**src/i2c_eeprom_byte_master_defines.svh**
```systemverilog
// Assertion macros for the I2C EEPROM byte master.
// No dependencies; included by the top level only.
`ifndef I2C_EEPROM_BYTE_MASTER_DEFINES_SVH
`define I2C_EEPROM_BYTE_MASTER_DEFINES_SVH

// Same-cycle implication, checked on every rising edge outside reset.
`define EBM_ASSERT_NOW(label, clk, rstn, ante, cons, msg) \
    label: assert property (@(posedge clk) disable iff (!(rstn)) (ante) |-> (cons)) \
        else $error(msg);

// Next-cycle implication, checked on every rising edge outside reset.
`define EBM_ASSERT_NEXT(label, clk, rstn, ante, cons, msg) \
    label: assert property (@(posedge clk) disable iff (!(rstn)) (ante) |=> (cons)) \
        else $error(msg);

`endif

```
**src/i2c_ebm_pkg.sv**
```systemverilog
// Shared types and constants of the I2C EEPROM byte master.
// No dependencies; used by i2c_ebm_step and the top level.
`timescale 1ns / 1ps
`default_nettype none

package i2c_ebm_pkg;

    // Sequencer phases, one-hot.
    typedef enum logic [19:0] {
        PH_IDLE = 20'b0000_0000_0000_0000_0001,
        PH_S1   = 20'b0000_0000_0000_0000_0010,
        PH_S2   = 20'b0000_0000_0000_0000_0100,
        PH_S3   = 20'b0000_0000_0000_0000_1000,
        PH_WSET = 20'b0000_0000_0000_0001_0000,
        PH_WHI  = 20'b0000_0000_0000_0010_0000,
        PH_WLO  = 20'b0000_0000_0000_0100_0000,
        PH_WREL = 20'b0000_0000_0000_1000_0000,
        PH_AHI  = 20'b0000_0000_0001_0000_0000,
        PH_ALO  = 20'b0000_0000_0010_0000_0000,
        PH_RLO  = 20'b0000_0000_0100_0000_0000,
        PH_RREL = 20'b0000_0000_1000_0000_0000,
        PH_RHI  = 20'b0000_0001_0000_0000_0000,
        PH_RLOW = 20'b0000_0010_0000_0000_0000,
        PH_N1   = 20'b0000_0100_0000_0000_0000,
        PH_N2   = 20'b0000_1000_0000_0000_0000,
        PH_N3   = 20'b0001_0000_0000_0000_0000,
        PH_P1   = 20'b0010_0000_0000_0000_0000,
        PH_P2   = 20'b0100_0000_0000_0000_0000,
        PH_P3   = 20'b1000_0000_0000_0000_0000
    } phase_t;

    // Segments of a command program.
    typedef enum logic [3:0] {
        SEG_START = 4'd0,
        SEG_WDEV  = 4'd1,
        SEG_WADDR = 4'd2,
        SEG_WDATA = 4'd3,
        SEG_RDEV  = 4'd4,
        SEG_ACK   = 4'd5,
        SEG_RBYTE = 4'd6,
        SEG_NOACK = 4'd7,
        SEG_STOP  = 4'd8,
        SEG_END   = 4'd9
    } seg_t;

    // Command codes carried in the input tuser.
    typedef enum logic [1:0] {
        ACT_TICK  = 2'd0,
        ACT_WRITE = 2'd1,
        ACT_READ  = 2'd2,
        ACT_NONE  = 2'd3
    } action_t;

    // Configuration register indexes.
    localparam logic CFG_DEV_WRITE = 1'b0;
    localparam logic CFG_DEV_READ  = 1'b1;

    localparam logic [7:0] DEV_WRITE_RESET = 8'd160;
    localparam logic [7:0] DEV_READ_RESET  = 8'd161;

    localparam seg_t PROG_WRITE [16] = '{
        SEG_START, SEG_WDEV, SEG_ACK, SEG_WADDR, SEG_ACK, SEG_WDATA, SEG_ACK,
        SEG_STOP, SEG_END, SEG_END, SEG_END, SEG_END, SEG_END, SEG_END, SEG_END,
        SEG_END
    };
    localparam seg_t PROG_READ [16] = '{
        SEG_START, SEG_WDEV, SEG_ACK, SEG_WADDR, SEG_ACK, SEG_START, SEG_RDEV,
        SEG_ACK, SEG_RBYTE, SEG_NOACK, SEG_STOP, SEG_END, SEG_END, SEG_END,
        SEG_END, SEG_END
    };

    // Sequencer state, apart from the acknowledge wait counter.
    typedef struct packed {
        phase_t     phase;
        logic [2:0] bit_idx;
        logic [7:0] shift_byte;
        logic       is_read;
        logic [7:0] held_addr;
        logic [7:0] held_data;
        logic       scl;
        logic       sda;
        logic [3:0] step_no;
    } seq_state_t;

    // Status produced with each tick.
    typedef struct packed {
        logic       busy;
        logic       read_valid;
        logic [7:0] read_byte;
    } tick_status_t;

endpackage

`default_nettype wire

```
**src/i2c_ebm_step.sv**
```systemverilog
// One-tick sequencer step of the I2C EEPROM byte master (combinational).
// Depends on i2c_ebm_pkg.
`timescale 1ns / 1ps
`default_nettype none

module i2c_ebm_step #(
    parameter int ACK_WAIT_LIMIT = 200,
    parameter int AW             = 8
) (
    input  var i2c_ebm_pkg::seq_state_t   cur_state,
    input  var logic [AW-1:0]             cur_ack_cnt,
    input  var logic [1:0]                action,
    input  var logic [7:0]                word_addr,
    input  var logic [7:0]                write_data,
    input  var logic                      sda_in,
    input  var logic [7:0]                dev_write_code,
    input  var logic [7:0]                dev_read_code,
    output i2c_ebm_pkg::seq_state_t       next_state,
    output logic [AW-1:0]                 next_ack_cnt,
    output i2c_ebm_pkg::tick_status_t     status
);

    // Load the segment at st.step_no into the state.
    function automatic i2c_ebm_pkg::seq_state_t enter_seg(
        input i2c_ebm_pkg::seq_state_t s,
        input logic [7:0]              wr_code,
        input logic [7:0]              rd_code
    );
        i2c_ebm_pkg::seq_state_t r;
        i2c_ebm_pkg::seg_t       seg;
        r   = s;
        seg = s.is_read ? i2c_ebm_pkg::PROG_READ[s.step_no]
                        : i2c_ebm_pkg::PROG_WRITE[s.step_no];
        r.bit_idx = 3'd0;
        unique case (seg)
            i2c_ebm_pkg::SEG_START: r.phase = i2c_ebm_pkg::PH_S1;
            i2c_ebm_pkg::SEG_WDEV: begin
                r.shift_byte = wr_code;
                r.phase      = i2c_ebm_pkg::PH_WSET;
            end
            i2c_ebm_pkg::SEG_WADDR: begin
                r.shift_byte = s.held_addr;
                r.phase      = i2c_ebm_pkg::PH_WSET;
            end
            i2c_ebm_pkg::SEG_WDATA: begin
                r.shift_byte = s.held_data;
                r.phase      = i2c_ebm_pkg::PH_WSET;
            end
            i2c_ebm_pkg::SEG_RDEV: begin
                r.shift_byte = rd_code;
                r.phase      = i2c_ebm_pkg::PH_WSET;
            end
            i2c_ebm_pkg::SEG_ACK:   r.phase = i2c_ebm_pkg::PH_AHI;
            i2c_ebm_pkg::SEG_RBYTE: begin
                r.shift_byte = 8'd0;
                r.phase      = i2c_ebm_pkg::PH_RLO;
            end
            i2c_ebm_pkg::SEG_NOACK: r.phase = i2c_ebm_pkg::PH_N1;
            i2c_ebm_pkg::SEG_STOP:  r.phase = i2c_ebm_pkg::PH_P1;
            default:                r.phase = i2c_ebm_pkg::PH_IDLE;
        endcase
        return r;
    endfunction

    i2c_ebm_pkg::seq_state_t st;
    logic [AW-1:0]           ack;
    logic                    seg_done;
    logic                    is_cmd;

    assign is_cmd = (action == i2c_ebm_pkg::ACT_WRITE) || (action == i2c_ebm_pkg::ACT_READ);

    always_comb begin
        st       = cur_state;
        ack      = cur_ack_cnt;
        seg_done = 1'b0;
        status   = '0;

        // A command only starts from idle; otherwise it is ignored.
        if (st.phase == i2c_ebm_pkg::PH_IDLE && is_cmd) begin
            st.held_addr = word_addr;
            st.held_data = write_data;
            st.is_read   = (action == i2c_ebm_pkg::ACT_READ);
            st.step_no   = 4'd0;
            st           = enter_seg(st, dev_write_code, dev_read_code);
        end

        if (st.phase != i2c_ebm_pkg::PH_IDLE) begin
            status.busy = 1'b1;
        end

        unique case (st.phase)
            i2c_ebm_pkg::PH_IDLE: ;
            i2c_ebm_pkg::PH_S1: begin st.sda = 1'b1; st.phase = i2c_ebm_pkg::PH_S2; end
            i2c_ebm_pkg::PH_S2: begin st.scl = 1'b1; st.phase = i2c_ebm_pkg::PH_S3; end
            i2c_ebm_pkg::PH_S3: begin st.sda = 1'b0; seg_done = 1'b1; end
            i2c_ebm_pkg::PH_WSET: begin
                st.scl        = 1'b0;
                st.sda        = st.shift_byte[7];
                st.shift_byte = {st.shift_byte[6:0], 1'b0};
                st.phase      = i2c_ebm_pkg::PH_WHI;
            end
            i2c_ebm_pkg::PH_WHI: begin st.scl = 1'b1; st.phase = i2c_ebm_pkg::PH_WLO; end
            i2c_ebm_pkg::PH_WLO: begin
                st.scl = 1'b0;
                if (st.bit_idx == 3'd7) begin
                    st.phase = i2c_ebm_pkg::PH_WREL;
                end else begin
                    st.bit_idx = st.bit_idx + 3'd1;
                    st.phase   = i2c_ebm_pkg::PH_WSET;
                end
            end
            i2c_ebm_pkg::PH_WREL: begin st.sda = 1'b1; seg_done = 1'b1; end
            i2c_ebm_pkg::PH_AHI: begin
                // SCL stays high until the device pulls SDA low or we give up.
                st.scl = 1'b1;
                if (!sda_in || ack >= AW'(ACK_WAIT_LIMIT)) begin
                    st.phase = i2c_ebm_pkg::PH_ALO;
                end else begin
                    ack = ack + AW'(1);
                end
            end
            i2c_ebm_pkg::PH_ALO:  begin st.scl = 1'b0; seg_done = 1'b1; end
            i2c_ebm_pkg::PH_RLO:  begin st.scl = 1'b0; st.phase = i2c_ebm_pkg::PH_RREL; end
            i2c_ebm_pkg::PH_RREL: begin st.sda = 1'b1; st.phase = i2c_ebm_pkg::PH_RHI; end
            i2c_ebm_pkg::PH_RHI: begin
                st.scl        = 1'b1;
                st.shift_byte = {st.shift_byte[6:0], sda_in};
                st.phase      = i2c_ebm_pkg::PH_RLOW;
            end
            i2c_ebm_pkg::PH_RLOW: begin
                st.scl = 1'b0;
                if (st.bit_idx == 3'd7) begin
                    seg_done = 1'b1;
                end else begin
                    st.bit_idx = st.bit_idx + 3'd1;
                    st.phase   = i2c_ebm_pkg::PH_RHI;
                end
            end
            i2c_ebm_pkg::PH_N1: begin st.sda = 1'b1; st.phase = i2c_ebm_pkg::PH_N2; end
            i2c_ebm_pkg::PH_N2: begin st.scl = 1'b1; st.phase = i2c_ebm_pkg::PH_N3; end
            i2c_ebm_pkg::PH_N3: begin st.scl = 1'b0; seg_done = 1'b1; end
            i2c_ebm_pkg::PH_P1: begin st.sda = 1'b0; st.phase = i2c_ebm_pkg::PH_P2; end
            i2c_ebm_pkg::PH_P2: begin st.scl = 1'b1; st.phase = i2c_ebm_pkg::PH_P3; end
            i2c_ebm_pkg::PH_P3: begin st.sda = 1'b1; seg_done = 1'b1; end
            default: st.phase = i2c_ebm_pkg::PH_IDLE;
        endcase

        if (seg_done) begin
            st.step_no = st.step_no + 4'd1;
            st         = enter_seg(st, dev_write_code, dev_read_code);
            // The acknowledge counter starts from zero for every acknowledge.
            if (st.phase == i2c_ebm_pkg::PH_AHI) begin
                ack = '0;
            end
            if (st.phase == i2c_ebm_pkg::PH_IDLE && st.is_read) begin
                status.read_valid = 1'b1;
                status.read_byte  = st.shift_byte;
            end
        end

        next_state   = st;
        next_ack_cnt = ack;
    end

endmodule

`default_nettype wire

```
**src/i2c_eeprom_byte_master.sv**
```systemverilog
// I2C EEPROM byte master: an accepted word's result word appears in the next cycle.
// Throughput: one word per cycle unless m_tready stalls the output; each word is one
// bus tick, run through a single combinational step between state and output regs.
// Reset (aresetn, synchronous, active low): sequencer idle, SCL and SDA released high,
// device codes back to 160 (write) and 161 (read), output register empty.
// Depends on i2c_ebm_pkg, i2c_ebm_step and i2c_eeprom_byte_master_defines.svh.
`timescale 1ns / 1ps
`default_nettype none
`include "i2c_eeprom_byte_master_defines.svh"

module i2c_eeprom_byte_master #(
    parameter int ACK_WAIT_LIMIT = 200
) (
    input  var logic        aclk,
    input  var logic        aresetn,

    // Configuration write port: index 0 device write code, index 1 device read code.
    input  var logic        cfg_wr_en,
    input  var logic        cfg_addr,
    input  var logic [7:0]  cfg_wdata,

    input  var logic        s_tvalid,
    output logic            s_tready,
    // s_tdata: [7:0] word_addr, [15:8] write_data, [16] sda_in, [23:17] zero.
    input  var logic [23:0] s_tdata,
    // s_tuser: [1:0] action.
    input  var logic [1:0]  s_tuser,

    output logic            m_tvalid,
    input  var logic        m_tready,
    // m_tdata: [0] scl_level, [1] sda_level, [2] busy_res, [10:3] read_byte, [15:11] zero.
    output logic [15:0]     m_tdata,
    // m_tuser: [0] read_valid.
    output logic            m_tuser
);

    // The acknowledge counter only has to reach the wait limit.
    localparam int AW = $clog2(ACK_WAIT_LIMIT + 1);

    // Device control bytes written through the configuration port.
    logic [7:0] dev_wr_reg;
    logic [7:0] dev_rd_reg;

    always_ff @(posedge aclk) begin
        if (!aresetn) begin
            dev_wr_reg <= i2c_ebm_pkg::DEV_WRITE_RESET;
            dev_rd_reg <= i2c_ebm_pkg::DEV_READ_RESET;
        end else if (cfg_wr_en) begin
            unique case (cfg_addr)
                i2c_ebm_pkg::CFG_DEV_WRITE: dev_wr_reg <= cfg_wdata;
                i2c_ebm_pkg::CFG_DEV_READ:  dev_rd_reg <= cfg_wdata;
                default: ;
            endcase
        end
    end

    // Sequencer state. It only moves when an input word is accepted, since
    // every word is one bus tick.
    i2c_ebm_pkg::seq_state_t   state_reg;
    i2c_ebm_pkg::seq_state_t   state_next;
    logic [AW-1:0]             ack_cnt_reg;
    logic [AW-1:0]             ack_cnt_next;
    i2c_ebm_pkg::tick_status_t status;
    logic                      in_accept;

    // The output register parts the two sides: a new word is taken whenever
    // the register is empty or its word leaves in this same cycle.
    assign s_tready  = !m_tvalid || m_tready;
    assign in_accept = s_tvalid && s_tready;

    i2c_ebm_step #(
        .ACK_WAIT_LIMIT (ACK_WAIT_LIMIT),
        .AW             (AW)
    ) u_step (
        .cur_state      (state_reg),
        .cur_ack_cnt    (ack_cnt_reg),
        .action         (s_tuser),
        .word_addr      (s_tdata[7:0]),
        .write_data     (s_tdata[15:8]),
        .sda_in         (s_tdata[16]),
        .dev_write_code (dev_wr_reg),
        .dev_read_code  (dev_rd_reg),
        .next_state     (state_next),
        .next_ack_cnt   (ack_cnt_next),
        .status         (status)
    );

    always_ff @(posedge aclk) begin
        if (!aresetn) begin
            state_reg.phase      <= i2c_ebm_pkg::PH_IDLE;
            state_reg.bit_idx    <= 3'd0;
            state_reg.shift_byte <= 8'd0;
            state_reg.is_read    <= 1'b0;
            state_reg.held_addr  <= 8'd0;
            state_reg.held_data  <= 8'd0;
            state_reg.scl        <= 1'b1;
            state_reg.sda        <= 1'b1;
            state_reg.step_no    <= 4'd0;
            ack_cnt_reg          <= '0;
        end else if (in_accept) begin
            state_reg   <= state_next;
            ack_cnt_reg <= ack_cnt_next;
        end
    end

    // Result register: pin levels after the tick plus the tick's status.
    logic        m_valid_reg;
    logic [15:0] m_data_reg;
    logic        m_user_reg;

    always_ff @(posedge aclk) begin
        if (!aresetn) begin
            m_valid_reg <= 1'b0;
        end else if (in_accept) begin
            m_valid_reg <= 1'b1;
        end else if (m_tready) begin
            m_valid_reg <= 1'b0;
        end
    end

    always_ff @(posedge aclk) begin
        if (in_accept) begin
            m_data_reg <= {5'd0, status.read_byte, status.busy,
                           state_next.sda, state_next.scl};
            m_user_reg <= status.read_valid;
        end
    end

    assign m_tvalid = m_valid_reg;
    assign m_tdata  = m_data_reg;
    assign m_tuser  = m_user_reg;

    // A finished read is always reported on a busy tick.
    `EBM_ASSERT_NOW(a_valid_busy, aclk, aresetn, m_tvalid && m_tuser, m_tdata[2],
        "read_valid without busy_res")

    // The acknowledge counter never runs past the wait limit.
    `EBM_ASSERT_NOW(a_ack_limit, aclk, aresetn, 1'b1, ack_cnt_reg <= AW'(ACK_WAIT_LIMIT),
        "acknowledge wait counter beyond limit")

    // A command taken while idle starts a busy sequence on that very tick.
    `EBM_ASSERT_NEXT(a_cmd_starts, aclk, aresetn,
        in_accept && state_reg.phase == i2c_ebm_pkg::PH_IDLE &&
        (s_tuser == i2c_ebm_pkg::ACT_WRITE || s_tuser == i2c_ebm_pkg::ACT_READ),
        m_tvalid && m_tdata[2] && state_reg.phase != i2c_ebm_pkg::PH_IDLE,
        "command accepted in idle did not start a sequence")

    // The sequencer only moves on an accepted word.
    `EBM_ASSERT_NEXT(a_hold_state, aclk, aresetn, !in_accept,
        $stable(state_reg) && $stable(ack_cnt_reg),
        "sequencer state moved without an input word")

endmodule

`default_nettype wire
```
**config.mk**
```make
export PLATFORM = sky130hd
export DESIGN_NAME = i2c_eeprom_byte_master
export DESIGN_NICKNAME = d
export VERILOG_FILES = /design/src/i2c_ebm_pkg.sv /design/src/i2c_ebm_step.sv /design/src/i2c_eeprom_byte_master.sv
export VERILOG_INCLUDE_DIRS = /design/src /design/src/src
export SDC_FILE = /design/constraint.sdc
export NUM_CORES = 1
export LEC_CHECK = 0
export BUFFER_PORTS_ARGS = -buffer_cell sky130_fd_sc_hd__clkbuf_2
export CAP_MARGIN = 20
export CORE_AREA = 4 4 112 114
export CTS_CLUSTER_DIAMETER = 200
export DETAILED_ROUTE_END_ITERATION = 12
export DIE_AREA = 0 0 116 118
export GPL_TIMING_DRIVEN = 0
export PLACE_DENSITY_LB_ADDON = 0.3
export RECOVER_POWER = 50
export SLEW_MARGIN = 10
export SYNTH_ARGS = -nofsm -noshare
export SYNTH_HDL_FRONTEND = slang
export SYNTH_HIERARCHICAL = 1
export SYNTH_SLANG_ARGS = --single-unit
```
**constraint.sdc**
```tcl
create_clock -name aclk -period 4.66 [get_ports aclk]
set_input_delay 0.932 -clock aclk [delete_from_list [all_inputs] [get_ports aclk]]
set_output_delay 0.932 -clock aclk [all_outputs]
set_load 0.05 [all_outputs]
```
## Word-level counts from Yosys, hierarchy flattened

Memory sizes are Yosys's and may differ from the RTL's.
Index checks and enable logic that the tools add are counted.

- $add $sub $neg: 3
- Reduce and logical (&&, ||, !) cells: 20
- Equal/unequal tests: 35
- Bitwise logic cells: 2
- Order comparisons: 2
- Mux-type cells: 29

Operator list:

| cell | count |
|---|---|
| 20-bit one-hot mux with 15 select lines | 1 |
| 54-bit two-way mux | 2 |
| 18-bit one-hot mux with 6 select lines | 1 |
| 20-bit by 1-bit == test with 1-bit output (second input constant) | 3 |
| 20-bit by 9-bit == test with 1-bit output (second input constant) | 2 |
| 20-bit two-way mux | 2 |
| 8-bit two-way mux | 5 |
| 8-bit one-hot mux with 5 select lines | 1 |
| 23-bit two-way mux | 1 |
| 20-bit by 10-bit == test with 1-bit output (second input constant) | 1 |
| 20-bit by 11-bit == test with 1-bit output (second input constant) | 1 |
| 20-bit by 12-bit == test with 1-bit output (second input constant) | 1 |
| 20-bit by 13-bit == test with 1-bit output (second input constant) | 1 |
| 20-bit by 14-bit == test with 1-bit output (second input constant) | 1 |
| 20-bit by 15-bit == test with 1-bit output (second input constant) | 1 |
| 20-bit by 16-bit == test with 1-bit output (second input constant) | 1 |
| 20-bit by 17-bit == test with 1-bit output (second input constant) | 1 |
| 20-bit by 18-bit == test with 1-bit output (second input constant) | 1 |
| 20-bit by 19-bit == test with 1-bit output (second input constant) | 1 |
| 20-bit by 2-bit == test with 1-bit output (second input constant) | 1 |
| 20-bit == test (second input constant) | 1 |
| 20-bit by 3-bit == test with 1-bit output (second input constant) | 1 |
| 20-bit by 4-bit == test with 1-bit output (second input constant) | 1 |
| 20-bit by 5-bit == test with 1-bit output (second input constant) | 1 |
| 36 further kinds | 58 |

- ROM bits: 128
- Output and inout port bits: 19
- Memories kept: 2
- Word-level logic and storage cells: 109
- Register bits: 91

Memory list:

| name | depth | bits a word | rd ports | clocked after memory_dff | write ports | RTL line | text |
|---|---|---|---|---|---|---|---|
| (no name shown) | 16 | 4 | 1 | 0 | 0 | i2c_ebm_step.sv:32 | `seg = s.is_read ? i2c_ebm_pkg::PROG_READ[s.step_no]` |
| (no name shown) | 16 | 4 | 1 | 0 | 0 | i2c_ebm_step.sv:33 | `: i2c_ebm_pkg::PROG_WRITE[s.step_no];` |

## Depth between registers and ports, before layout

- Depth in word-level cells: 17
- Mapped depth: 22
- Depth with buffers taken out: 17

## Cells and area by module

The synthesis kept the hierarchy.

By module, submodules not included:

| module | instances | cells an instance | seq. area each (sq um) | area each (sq um) |
|---|---|---|---|---|
| i2c_eeprom_byte_master | 1 | 364 | 1941.9 | 3554.7 |
| i2c_ebm_step | 1 | 373 | 0.0 | 2342.2 |

## Least setup slack after synthesis

No wires, ideal clock.

- Path kind: in2reg
- Start: input port s_tuser[0]
- End: register m_data_reg[10] (netlist: m_tdata[10]), data pin
- Library setup time: 0.141 ns
- Path slack: -0.050 ns
- Arrival time: 4.569 ns
- Stages: 19
- Path through: inv_1 ha_1 nor4b_4 nand2_1 buf_2 clkbuf_1 nand2_1 inv_1 ha_1 clkbuf_1 xnor2_1 a221oi_1 o21ai_0 a31oi_2 o21ai_4 a21boi_4 or4_4 buf_6 a21oi_2

- Cells in the longest elaborated chain, start to end: 17

RTL lines:

| item | RTL line | text |
|---|---|---|
| start: declaration | i2c_eeprom_byte_master.sv:27 | `input var logic [1:0] s_tuser,` |
| 2-bit by 1-bit == test with 1-bit output or 2-bit == test (tied branches) | i2c_ebm_step.sv:70, i2c_ebm_step.sv:82 |  |
| 1-bit logical OR | i2c_ebm_step.sv:70 | `assign is_cmd = (action == i2c_ebm_pkg::ACT_WRITE) \|\| (action == i2c_ebm_pkg::ACT_READ);` |
| 1-bit logical AND | i2c_ebm_step.sv:79 | `if (st.phase == i2c_ebm_pkg::PH_IDLE && is_cmd) begin` |
| 54-bit two-way mux * | i2c_ebm_step.sv:79 |  |
| 4-bit by 1-bit adder with 4-bit output | i2c_ebm_step.sv:149 | `st.step_no = st.step_no + 4'd1;` |
| 4-bit inverter with 5-bit output (implied by the code) | i2c_ebm_step.sv:32, i2c_ebm_step.sv:33 |  |
| memory 16 x 4 bit, on equally long branches | - |  |
| 4-bit two-way mux, on equally long branches (2 in series) | i2c_ebm_step.sv:33, i2c_ebm_step.sv:32 |  |
| 4-bit two-way mux | i2c_ebm_step.sv:32 |  |
| 4-bit by 1-bit == test with 1-bit output (tied with other cells) | i2c_ebm_step.sv:35 | `unique case (seg)` |
| 4-bit OR reduction (no line) | - |  |
| 18-bit one-hot mux with 6 select lines | i2c_ebm_step.sv:35 |  |
| 20-bit two-way mux | i2c_ebm_step.sv:148 | `if (seg_done) begin` |
| 20-bit by 1-bit == test with 1-bit output | i2c_ebm_step.sv:155 | `if (st.phase == i2c_ebm_pkg::PH_IDLE && st.is_read) begin` |
| 1-bit logical AND | i2c_ebm_step.sv:155 |  |
| 2-bit AND reduction (no line) | - |  |
| end signal: assignment | i2c_eeprom_byte_master.sv:123 | `m_data_reg <= {5'd0, status.read_byte, status.busy,` |
| end: declaration | i2c_eeprom_byte_master.sv:108 | `logic [15:0] m_data_reg;` |

Mark *: on every way between the ends. The rest lies on a longest branch, timed or not. The select of a mux whose other input is x is not followed.
A chain may end at the register's enable or synchronous reset.

==> out/qor.yml <==
grt:
  grt_pass1_vias: 5357
  overflow: 0
  grt_start_max_net_pins: 22
  grt_pass1_wl_um: 26400
  grt_util_all_layers: 0.240
  antenna_found_initial: 0
setup_path:
  crit_arrival_ns: 4.75
  crit_required_ns: 4.93
  crit_fanout: 10
  worstSetupEndpointType: "register"
  critPathLaunchType: "input pin"
  path_cells: "clkbuf_2 -> inv_1 -> ha_1 -> nor4b_4 -> nand2_4 -> buf_4 -> nand2_1 -> inv_1 -> ha_1 -> a22oi_1 -> o211ai_1 -> o31ai_4 -> or2_2 -> nand2_1 -> nor3_4 -> or2_1 -> nand2_1 -> mux2i_1"
  cp_slowest_stage_delay_ns: 0.57
  cpLargestDelayFamily: "simple AND/OR/NAND/NOR gates"
  path_buf_inv: 4
  slowest_stage: "o31ai_4"
  path_common_cell: "nand2_1"
  reg2reg_slack_ns: 0.27
  critical_path_class: "in -> reg"
detailed_routing:
  num_vias: 5488
  routedWlPerCell_um: 17.1
  detail-route-antenna-nets: 0
  drt_iter0_drc: 419
  drt_wl_total_um: 16200
  viasPerCell: 5.76
  drc: 0
  first_pass_iters: 7
pwr:
  p_leak_uw: 0.00277
  p_per_area_nw_per_um2: 277
  vdd_drop_max_uv: 302
clock_tree:
  numClockSinks: 91
  clk_pin_slew_ns: 0.07
  max-clock-path-buffers: 2
  root_buffer: "clkbuf_16"
  cts_inserted_buffers: 9
  clock_latency_ns: 0.36
  cts_tree: "yes"
  cts_htree_levels: 3
  hold_buffers: 0
floorplan:
  start_util: 0.516
  die_w_um: 116
  die_area_um2: 13700
  io_pins: 59
  core_um2: 11400
  rows: 39
  die-height_um: 118
yosys:
  ys_warn_count: 6
  ys_seq_area_frac: 0.329
  netlist_area_um2: 5900
  synth.distinct_cells: 76
  ys_seq_elements: 91
  async_flop_share: 0
  synthCells: 737
  yosys-top-cells-area: "dfxtp_1, nand2_1, mux2i_1"
  synth_top_area_frac: 0.268
  syn_area_per_cell_um2: 8.00
  ys.flop_type: "dfxtp_1"
  yosysMostFrequentCell: "nand2_1"
  synth_common_cells: "nand2_1, dfxtp_1, mux2i_1"
  yosysTopAreaCell: "dfxtp_1"
  synth-edff-count: 12
status:
  status: "finished, final reports clean"
hold_path:
  min-delay-path-class: "reg -> reg"
timing:
  grt_setup_unrepaired: "false"
  setup_ws_ns: 0.172
  min_period_over_period: 0.963
  max_freq_mhz: 223
  setup_viol: 0
  finalHoldViolations: 0
  skew_ns: 0.0121
  min_period_ns: 4.49
  slew_violations: 0
  maxSlewHeadroom: 0.133
  worst_slew_pin_slew_ns: 1.30
layout:
  finalNetCount: 851
  fin_util: 0.586
  largest_reg_flops: 54
  layout.cells.non_filler: 952
  final_layout_size_suffix_gt1_frac: 0.145
  stdcell_area_um2: 6700
  area_growth_pct: 13.5
  diodes: 0
place:
  dpl-instance-area_um2: 6320
  dpl_worst_slack_ns: -0.978
  placed_cells: 929
  gp_congestion: 0.940
  hpwl_um: 11700
  port_buffers: 45
flow_run:
  max_cap_violations: 0
## final cells by class
type	instances	area [um2]
fill	1074	4720
timing repair buffer	54	299
clock inverter	5	37.5
buffer	46	278
multi-input combinational	586	3670
inverter	16	60.1
tap	143	179
sequential	91	1940
clock buffer	11	233
## cell families (layout without fill, tap and decap cells)
kind of cell / Yosys count / in the layout / synth area share
AND/OR/NAND/NOR: 389 / 389 / 0.306
flip-flops: 91 / 91 / 0.329
AO/OA/AOI/OAI: 89 / 89 / 0.116
multiplexers: 84 / 84 / 0.146
buffers and inverters: 64 / 132 / 0.0683
XOR/XNOR: 12 / 12 / 0.0178
adder cells (fa/ha/maj): 7 / 7 / 0.0149
other: 1 / 5 / 0.000636
## per-layer routing
metal,GRT usage,vias to the layer above,part of all wire
li1,-,2680,-
met1,0.307,2556,0.41
met2,0.381,206,0.49
met3,0.0540,46,0.069
met4,0.110,0,0.036
met5,0,-,0
## repair_timing
action / CTS / global route
resized for setup: 19 / 8
setup buffers: 4 / 5
pin swaps: 6 / 4
endpoints found under the setup margin: 32 / 32
## worst paths after layout
path | startpoint | to | cells past startpoint
worst max-delay path | s_tuser[0] | state_reg[42] | 18
worst min-delay path | state_reg[13] | state_reg[13] | 2
worst max register to register | state_reg[42] | state_reg[42] | 16
worst min register to register | state_reg[13] | state_reg[13] | 2
## power by group
part           total [uW]  internal, uW  switching [uW]
sequential            833           819            13.1
combinational         335           121             214
clock                 687           365             322
## cells in the final DEF, fill, tap and decap left out, drive strengths merged, types with 4 or more instances in the layout
cell type  netlist  layout
a21boi          13      13
a21oi           21      21
a221oi           8       8
a22oi            4       4
and2             6       6
and3             5       5
buf             24      26
clkbuf          24      85
conb             1       5
dfxtp           79      79
edfxtp          12      12
ha               7       7
inv             16      18
mux2             8       8
mux2i           76      76
nand2          238     238
nand2b           7       7
nand3           20      20
nand4            4       4
nor2            43      43
nor2b            7       7
nor3            15      15
nor3b            7       7
nor4            10      10
nor4b            4       4
o211ai           5       5
o21ai           14      14
or3              8       8
xnor2            6       6
xor2             6       6
## worst min-delay path: stages, from the launching register on
cell and delay (ns):
dfxtp_1 0.31, nand2_1 0.05, mux2i_1 0.05
## through the flow
stage / hold WS [ns] / setup TNS, ns / total power (uW)
finish: 0.461 / 0 / 1850
global placement: 0.440 / -25.06 / 1150
detailed placement: 0.449 / -26.67 / 1160
global route: 0.472 / 0 / 1930
CTS: 0.463 / 0 / 1860
floorplan: 0.430 / 0 / 1070
Note: power is estimated with default switching activity, not from simulation.
